`src/rtl/wvosc_pkg.sv`:
```
// ----------------------------------------------------------------------------
// Waveform oscillator package
// Shared widths, the waveform codes, the scale operation codes and the operand
// record that the operand stage hands to the scale stage.
// ----------------------------------------------------------------------------
package wvosc_pkg;

  localparam int unsigned MODE_W   = 3;
  localparam int unsigned PHASE_W  = 31;
  localparam int unsigned FRAC_W   = 16;
  localparam int unsigned SAMPLE_W = 18;
  localparam int unsigned X_W      = 20;

  typedef enum logic [MODE_W-1:0] {
    WAVE_TRIANGLE = 3'd0,
    WAVE_TILT_SAW = 3'd1,
    WAVE_SAW      = 3'd2,
    WAVE_SQUARE   = 3'd3,
    WAVE_PULSE    = 3'd4,
    WAVE_ORGAN    = 3'd5,
    WAVE_NOISE    = 3'd6,
    WAVE_PHASER   = 3'd7
  } wave_e;

  typedef enum logic [2:0] {
    OP_DIRECT,
    OP_TILT_LO,
    OP_TILT_HI,
    OP_SAW,
    OP_DIV9,
    OP_DIV6
  } op_e;

  typedef struct packed {
    op_e                         op;
    logic                        neg;
    logic signed [X_W-1:0]       x;
    logic signed [SAMPLE_W-1:0]  direct;
  } operand_t;

endpackage

```
`src/rtl/wvosc_prep.sv`:
```
// ----------------------------------------------------------------------------
// Waveform oscillator operand stage
// Per waveform, forms either the final sample or a magnitude, sign and scale
// operation for the multiply stage, and registers it.
// ----------------------------------------------------------------------------
module wvosc_prep import wvosc_pkg::*; (
  input  logic               clk_i,
  input  logic               load_i,
  input  logic [MODE_W-1:0]  mode_i,
  input  logic [PHASE_W-1:0] phase_i,
  output operand_t           operand_o
);

  localparam int unsigned MOD_SHIFT = 7;
  localparam logic [FRAC_W-1:0] TILT_PEAK   = 16'd58982;
  localparam logic [FRAC_W-1:0] PULSE_SPLIT = 16'd21843;
  localparam logic signed [SAMPLE_W-1:0] QUARTER = 18'sd16384;

  wave_e                   wave;
  logic [FRAC_W-1:0]       t;
  logic [FRAC_W-1:0]       s;

  logic signed [17:0]      tri_lin;
  logic [16:0]             tri_abs;
  logic signed [17:0]      tri_val;

  logic signed [21:0]      org_lin;
  logic signed [21:0]      org_abs;
  logic signed [21:0]      org_r;

  logic signed [17:0]      k_lin;
  logic [16:0]             k_abs;
  logic [FRAC_W-1:0]       u;
  logic signed [18:0]      pa_lin;
  logic [17:0]             pa_abs;
  logic signed [19:0]      pb_lin;
  logic [18:0]             pb_abs;
  logic signed [19:0]      ph_r;

  operand_t                operand_d;
  operand_t                operand_q;

  assign wave = wave_e'(mode_i);
  assign t    = phase_i[FRAC_W-1:0];
  assign s    = phase_i[FRAC_W+MOD_SHIFT-1:MOD_SHIFT];

  always_comb begin
    tri_lin = $signed({1'b0, t, 1'b0}) - 18'sd65536;
    tri_abs = tri_lin[17] ? 17'(-tri_lin) : 17'(tri_lin);
    tri_val = $signed({1'b0, tri_abs}) - 18'sd32768;

    if (t[FRAC_W-1]) begin
      org_lin = $signed({2'b00, t, 4'b0000}) - 22'sd786432;
    end else begin
      org_lin = $signed({6'd0, t}) * 22'sd24 - 22'sd393216;
    end
    org_abs = org_lin[21] ? -org_lin : org_lin;
    org_r   = (t[FRAC_W-1] ? 22'sd65536 : 22'sd196608) - org_abs;

    k_lin  = $signed({1'b0, s, 1'b0}) - 18'sd65536;
    k_abs  = k_lin[17] ? 17'(-k_lin) : 17'(k_lin);
    u      = t + k_abs[16:1];
    pa_lin = $signed({1'b0, u, 2'b00}) - 19'sd131072;
    pa_abs = pa_lin[18] ? 18'(-pa_lin) : 18'(pa_lin);
    pb_lin = $signed({1'b0, t, 3'b000}) - 20'sd262144;
    pb_abs = pb_lin[19] ? 19'(-pb_lin) : 19'(pb_lin);
    ph_r   = $signed({2'b00, pa_abs}) - $signed({1'b0, pb_abs});
  end

  always_comb begin
    operand_d.op     = OP_DIRECT;
    operand_d.neg    = 1'b0;
    operand_d.x      = '0;
    operand_d.direct = '0;
    unique case (wave)
      WAVE_TRIANGLE: operand_d.direct = tri_val;
      WAVE_TILT_SAW: begin
        if (t < TILT_PEAK) begin
          operand_d.op = OP_TILT_LO;
          operand_d.x  = $signed({{(X_W-FRAC_W){1'b0}}, t});
        end else begin
          operand_d.op = OP_TILT_HI;
          operand_d.x  = $signed(X_W'(17'd65536 - {1'b0, t}));
        end
      end
      WAVE_SAW: begin
        operand_d.op = OP_SAW;
        operand_d.x  = $signed({{(X_W-FRAC_W){t[FRAC_W-1]}}, t});
      end
      WAVE_SQUARE: operand_d.direct = t[FRAC_W-1] ? -QUARTER : QUARTER;
      WAVE_PULSE:  operand_d.direct = (t < PULSE_SPLIT) ? QUARTER : -QUARTER;
      WAVE_ORGAN: begin
        operand_d.op  = OP_DIV9;
        operand_d.neg = org_r[21];
        operand_d.x   = org_r[21] ? X_W'(-org_r) : X_W'(org_r);
      end
      WAVE_PHASER: begin
        operand_d.op  = OP_DIV6;
        operand_d.neg = ph_r[19];
        operand_d.x   = ph_r[19] ? -ph_r : ph_r;
      end
      WAVE_NOISE: operand_d.direct = '0;
      default:    operand_d.direct = '0;
    endcase
  end

  always_ff @(posedge clk_i) begin
    if (load_i) begin
      operand_q <= operand_d;
    end
  end

  assign operand_o = operand_q;

endmodule

```
`src/rtl/wvosc_scale.sv`:
```
// ----------------------------------------------------------------------------
// Waveform oscillator scale stage
// One shared multiply by a gain or reciprocal constant, a fixed shift per
// operation and the final offset or sign, into the result register.
// ----------------------------------------------------------------------------
module wvosc_scale import wvosc_pkg::*; (
  input  logic                        clk_i,
  input  logic                        load_i,
  input  operand_t                    operand_i,
  output logic signed [SAMPLE_W-1:0]  sample_o
);

  localparam int unsigned MUL_W  = 34;
  localparam int unsigned PROD_W = X_W + MUL_W;
  localparam int unsigned Q_W    = SAMPLE_W + 1;

  // Reciprocals are ceil(2^(K+16)/d) or ceil(2^K/d); K is large enough for
  // an exact floor over each operand range.
  localparam int unsigned TILT_LO_SHIFT = 31;
  localparam int unsigned TILT_HI_SHIFT = 25;
  localparam int unsigned SAW_SHIFT     = 16;
  localparam int unsigned DIV_SHIFT     = 22;

  localparam logic [63:0] TILT_LO_DEN = 64'd29491;
  localparam logic [63:0] TILT_HI_DEN = 64'd3277;
  localparam logic [63:0] ORGAN_DEN   = 64'd9;
  localparam logic [63:0] PHASER_DEN  = 64'd6;

  localparam logic [63:0] TILT_LO_MUL =
    ((64'd1 << (TILT_LO_SHIFT + FRAC_W)) + TILT_LO_DEN - 64'd1) / TILT_LO_DEN;
  localparam logic [63:0] TILT_HI_MUL =
    ((64'd1 << (TILT_HI_SHIFT + FRAC_W)) + TILT_HI_DEN - 64'd1) / TILT_HI_DEN;
  localparam logic [63:0] ORGAN_MUL =
    ((64'd1 << DIV_SHIFT) + ORGAN_DEN - 64'd1) / ORGAN_DEN;
  localparam logic [63:0] PHASER_MUL =
    ((64'd1 << DIV_SHIFT) + PHASER_DEN - 64'd1) / PHASER_DEN;
  localparam logic [63:0] SAW_MUL = 64'd42795;

  logic signed [MUL_W-1:0]    mul_k;
  logic signed [PROD_W-1:0]   prod;
  logic signed [PROD_W-1:0]   quo;
  logic signed [Q_W-1:0]      q;
  logic signed [Q_W-1:0]      tilt_r;
  logic signed [SAMPLE_W-1:0] sample_d;
  logic signed [SAMPLE_W-1:0] sample_q;

  always_comb begin
    unique case (operand_i.op)
      OP_TILT_LO: mul_k = MUL_W'(TILT_LO_MUL);
      OP_TILT_HI: mul_k = MUL_W'(TILT_HI_MUL);
      OP_SAW:     mul_k = MUL_W'(SAW_MUL);
      OP_DIV9:    mul_k = MUL_W'(ORGAN_MUL);
      OP_DIV6:    mul_k = MUL_W'(PHASER_MUL);
      default:    mul_k = '0;
    endcase
  end

  assign prod = PROD_W'(operand_i.x) * PROD_W'(mul_k);

  always_comb begin
    unique case (operand_i.op)
      OP_TILT_LO: quo = prod >>> TILT_LO_SHIFT;
      OP_TILT_HI: quo = prod >>> TILT_HI_SHIFT;
      OP_SAW:     quo = prod >>> SAW_SHIFT;
      OP_DIV9,
      OP_DIV6:    quo = prod >>> DIV_SHIFT;
      default:    quo = '0;
    endcase
    q      = quo[Q_W-1:0];
    tilt_r = q - 19'sd65536;

    unique case (operand_i.op)
      OP_TILT_LO,
      OP_TILT_HI: sample_d = SAMPLE_W'(tilt_r >>> 1);
      OP_SAW:     sample_d = SAMPLE_W'(q);
      OP_DIV9,
      OP_DIV6:    sample_d = operand_i.neg ? SAMPLE_W'(-q) : SAMPLE_W'(q);
      default:    sample_d = operand_i.direct;
    endcase
  end

  always_ff @(posedge clk_i) begin
    if (load_i) begin
      sample_q <= sample_d;
    end
  end

  assign sample_o = sample_q;

endmodule

```
`src/rtl/fixed_point_waveform_oscillator.sv`:
```
// ----------------------------------------------------------------------------
// Fixed-point waveform oscillator
// Stateless per-sample waveform generator, 15.16 phase in, 2.16 sample out.
// ----------------------------------------------------------------------------
// Input channel: in_valid_i/in_ready_o with mode_i (waveform select) and
// phase_i (unsigned 15.16). Output channel: out_valid_o/out_ready_i with
// sample_o (signed 2.16, within plus or minus one).
// Three register stages: input register, operand register (waveform shaping
// and sign split), result register (one shared constant multiply and shift).
// An accepted transaction passes the input, operand and result registers in
// order to sample_o. Throughput is one transaction per cycle while the
// receiver accepts; the multiply stage sets the cycle time.
// Each stage advances when it is empty or the stage behind it advances, so
// a stalled receiver holds the result register while bubbles upstream still
// fill; in_ready_o drops only when all three stages hold transactions.
// Reset clears the three valid bits; no transaction is in flight afterwards
// and in_ready_o is high.
// ----------------------------------------------------------------------------
module fixed_point_waveform_oscillator import wvosc_pkg::*; (
  input  logic                        clk_i,
  input  logic                        rst_ni,
  input  logic                        in_valid_i,
  output logic                        in_ready_o,
  input  logic [MODE_W-1:0]           mode_i,
  input  logic [PHASE_W-1:0]          phase_i,
  output logic                        out_valid_o,
  input  logic                        out_ready_i,
  output logic signed [SAMPLE_W-1:0]  sample_o
);

  logic               v0_q, v1_q, v2_q;
  logic               ready0, ready1, ready2;
  logic [MODE_W-1:0]  mode_q;
  logic [PHASE_W-1:0] phase_q;
  operand_t           operand;

  assign ready2 = !v2_q || out_ready_i;
  assign ready1 = !v1_q || ready2;
  assign ready0 = !v0_q || ready1;

  assign in_ready_o  = ready0;
  assign out_valid_o = v2_q;

  always_ff @(posedge clk_i or negedge rst_ni) begin
    if (!rst_ni) begin
      v0_q <= 1'b0;
      v1_q <= 1'b0;
      v2_q <= 1'b0;
    end else begin
      if (ready0) v0_q <= in_valid_i;
      if (ready1) v1_q <= v0_q;
      if (ready2) v2_q <= v1_q;
    end
  end

  always_ff @(posedge clk_i) begin
    if (in_valid_i && ready0) begin
      mode_q  <= mode_i;
      phase_q <= phase_i;
    end
  end

  wvosc_prep u_prep (
    .clk_i     (clk_i),
    .load_i    (v0_q && ready1),
    .mode_i    (mode_q),
    .phase_i   (phase_q),
    .operand_o (operand)
  );

  wvosc_scale u_scale (
    .clk_i     (clk_i),
    .load_i    (v1_q && ready2),
    .operand_i (operand),
    .sample_o  (sample_o)
  );

  a_stall_only_when_full: assert property (@(posedge clk_i) disable iff (!rst_ni)
    !in_ready_o |-> (v0_q && v1_q && v2_q))
    else $error("input stalled with a free stage");

  a_stage0_advance: assert property (@(posedge clk_i) disable iff (!rst_ni)
    (v0_q && ready1) |=> v1_q)
    else $error("transaction lost between input and operand stage");

  a_stage1_advance: assert property (@(posedge clk_i) disable iff (!rst_ni)
    (v1_q && ready2) |=> v2_q)
    else $error("transaction lost between operand and result stage");

  a_stage0_hold: assert property (@(posedge clk_i) disable iff (!rst_ni)
    (v0_q && !ready1) |=> v0_q)
    else $error("blocked input stage dropped its transaction");

  a_sample_range: assert property (@(posedge clk_i) disable iff (!rst_ni)
    v2_q |-> (sample_o >= -18'sd65536 && sample_o <= 18'sd65536))
    else $error("sample outside plus or minus one");

endmodule
```
`config.mk`:
```
export PLATFORM = sky130hd
export DESIGN_NAME = fixed_point_waveform_oscillator
export DESIGN_NICKNAME = d
export VERILOG_FILES = /design/src/rtl/wvosc_pkg.sv /design/src/rtl/wvosc_prep.sv /design/src/rtl/wvosc_scale.sv /design/src/rtl/fixed_point_waveform_oscillator.sv
export SDC_FILE = /design/constraint.sdc
export NUM_CORES = 2
export LEC_CHECK = 0
export ABC_AREA = 1
export BUFFER_PORTS_ARGS = -buffer_cell sky130_fd_sc_hd__clkbuf_2
export CORE_UTILIZATION = 30
export CTS_CLUSTER_DIAMETER = 200
export DETAILED_ROUTE_END_ITERATION = 10
export GPL_ROUTABILITY_DRIVEN = 1
export HOLD_SLACK_MARGIN = 0.1
export PLACE_DENSITY = 0.47
export SETUP_SLACK_MARGIN = 0.4
export SYNTH_ARGS = -nofsm -noshare
export SYNTH_HDL_FRONTEND = slang
export SYNTH_HIERARCHICAL = 1
export SYNTH_SLANG_ARGS = --single-unit
```
`constraint.sdc`:
```
create_clock -name clk_i -period 16.24 [get_ports clk_i]
set_input_delay 1.624 -clock clk_i [delete_from_list [all_inputs] [get_ports clk_i]]
set_output_delay 1.624 -clock clk_i [all_outputs]
set_load 0.02 [all_outputs]
```
==> impl_metrics.tcl <==
set metrics [dict create \
    outcome "complete, no violations" \
    htreeDepth 3 \
    final_nets 4964 \
    reg2reg_from "u_prep/operand_o[41]" \
    cts_tree "built" \
    dr.pass1.iters 6 \
    cts_root_buf "clkbuf_16" \
    clock.fmax_mhz 92.58 \
    drt-total-wl_um 103500 \
    finalHoldViolations 0 \
    holdCritStartpoint "v0_q" \
    pre_cts_slack_ps 5392 \
    worst_slack_ps 5438 \
    avgSynthCellArea_sq_um 7.329 \
    place_hpwl_um 90110 \
    die_w_um 320.1 \
    grt_max_degree 44 \
    ff2ff_path_depth 37 \
    cts.sinks 88 \
    holdBufCountCts 0 \
    hp-class "reg -> reg" \
    drtIter0Drc 1758 \
    hold_depth 2 \
    globalplace.congestion 0.9322 \
    max_slew_margin 0.2245 \
    finalSetupViolations 0 \
    fin_area_sq_um 32410 \
    tns_ps 0 \
    crit_path_max_fanout 18 \
    cp_slowest_cell "nor2_1" \
    overflow 0 \
    cts_resized 0 \
    syn-num-nets 4951 \
    grt_pass1_wl_um 157900 \
    reg2reg_to "u_scale/sample_o[14]" \
    final.min_clock_period_ps 10800 \
    timing.final.crit_share 0.6651 \
    fin_util 0.3237 \
    clkTransAtPathRegs_ps 80 \
    die-height_um 320.1 \
    n_antenna_cell 0 \
    dieArea_sq_um 102500 \
    antenna_found_initial 1 \
    yosys_warnings 6 \
    skew_ps 16.42 \
    critical_path_arrival_ps 10880 \
    final_max_slew_viol_count 0 \
    clk_latency_ps 390 \
    io_pins 58 \
    via_count 25750 \
    drc 0 \
    drv_cap 0 \
    grt_pass1_vias 26020 \
    worstMarginPinSlew_ps 1159 \
    detail_route.wl_per_cell_um 18.97 \
    dpl-instance-area_sq_um 32110 \
    end_kind "register" \
    io_buffer_count 49 \
    track_usage 0.2049 \
    syn2layout_area_growth_pct 6.750 \
    drive_above_1_share 0.05407 \
    worst_setup_path_start_kind "register" \
    crit_top_cell "inv_1" \
    critPathKind "reg -> reg" \
    ff2ff_setup_slack_ps 5440 \
    initial_core_util 0.3032 \
    rsz0062_at_grt "false" \
    drt.antenna.violating_nets 0 \
    netlist_area_sq_um 30360 \
    clock_path_buffers 2 \
    synthCells 4143 \
    post-cts-setup-buffers 0 \
    viasPerCell 4.717 \
    numCtsBuffers 9 \
    min_to "v1_q" \
    cpPeakStageDelay_ps 810 \
    rows 116 \
    required_ps 16320 \
    coreArea_sq_um 100100 \
]
[worst max path at each step]
| stage | startpoint | endpoint | slack, ps |
|---|---|---|---|
| CTS | u_prep/operand_o[41] | u_scale/sample_o[14] | 5400 |
| global placement | u_prep/operand_o[41] | u_scale/sample_o[14] | 5460 |
| detailed placement | u_prep/operand_o[41] | u_scale/sample_o[14] | 5390 |
| global route | u_prep/operand_o[41] | u_scale/sample_o[16] | 4960 |
| finish | u_prep/operand_o[41] | u_scale/sample_o[14] | 5440 |
| floorplan | u_prep/operand_o[41] | u_scale/sample_o[16] | 8230 |
[state kept, by name, summed over array words and instances (netlist names)]
name              cells
out_valid_o           1
phase_q              23
v0_q                  1
v1_q                  1
u_scale/sample_o     18
mode_q                3
u_prep/operand_o     41
[layout make-up]
type,count,area (sq um)
clock buffers,9,225.2
well taps,1298,1624
clock inverters,7,76.32
repair buffers,76,447.9
fillers,11040,67730
flip-flops and latches,88,2628
inverters,1084,4073
multi-input cells,2897,23340
[layer usage]
layer | up-vias | share of wire | track usage
li1 | 12460 | - | -
met1 | 12520 | 0.44 | 0.2696
met2 | 639 | 0.48 | 0.3525
met3 | 128 | 0.039 | 0.01320
met4 | 0 | 0.040 | 0.07560
met5 | - | 0 | 0
[stage by stage]
step	cells	hold WS [ps]
after detailed placement	5443	536.2
after CTS	5459	551.9
after global placement	5443	527.8
final	5459	539.9
after global routing	5459	580.2
after floorplan	4143	481.3
[critical path, delay by kind of cell, from the launching register on]
kind / cells / cell delay, ps
buffers and inverters: 10 / 1800
DFF: 1 / 680
adders and majority gates: 8 / 4010
AOI/OAI and AO/OA: 2 / 910
and+or+nand+nor: 17 / 3040
[cell usage in the layout (no fill, tap or decap), types with 16 or more instances in the layout]
cell / count
inv_1: 1060
nand2_1: 868
fa_1: 497
nor2_1: 455
ha_1: 273
nand3_1: 267
a21oi_1: 107
edfxtp_1: 85
o21ai_0: 71
xor2_1: 54
clkbuf_2: 49
nand4_1: 48
nand2_2: 32
buf_4: 27
nor3_1: 23
nor2_2: 21
nand3b_1: 21
xnor2_1: 17
o21bai_1: 16
Power is left out: the tool's default activity adds up to more than one toggle a clock period on the data nets, which glitch-free logic cannot reach.
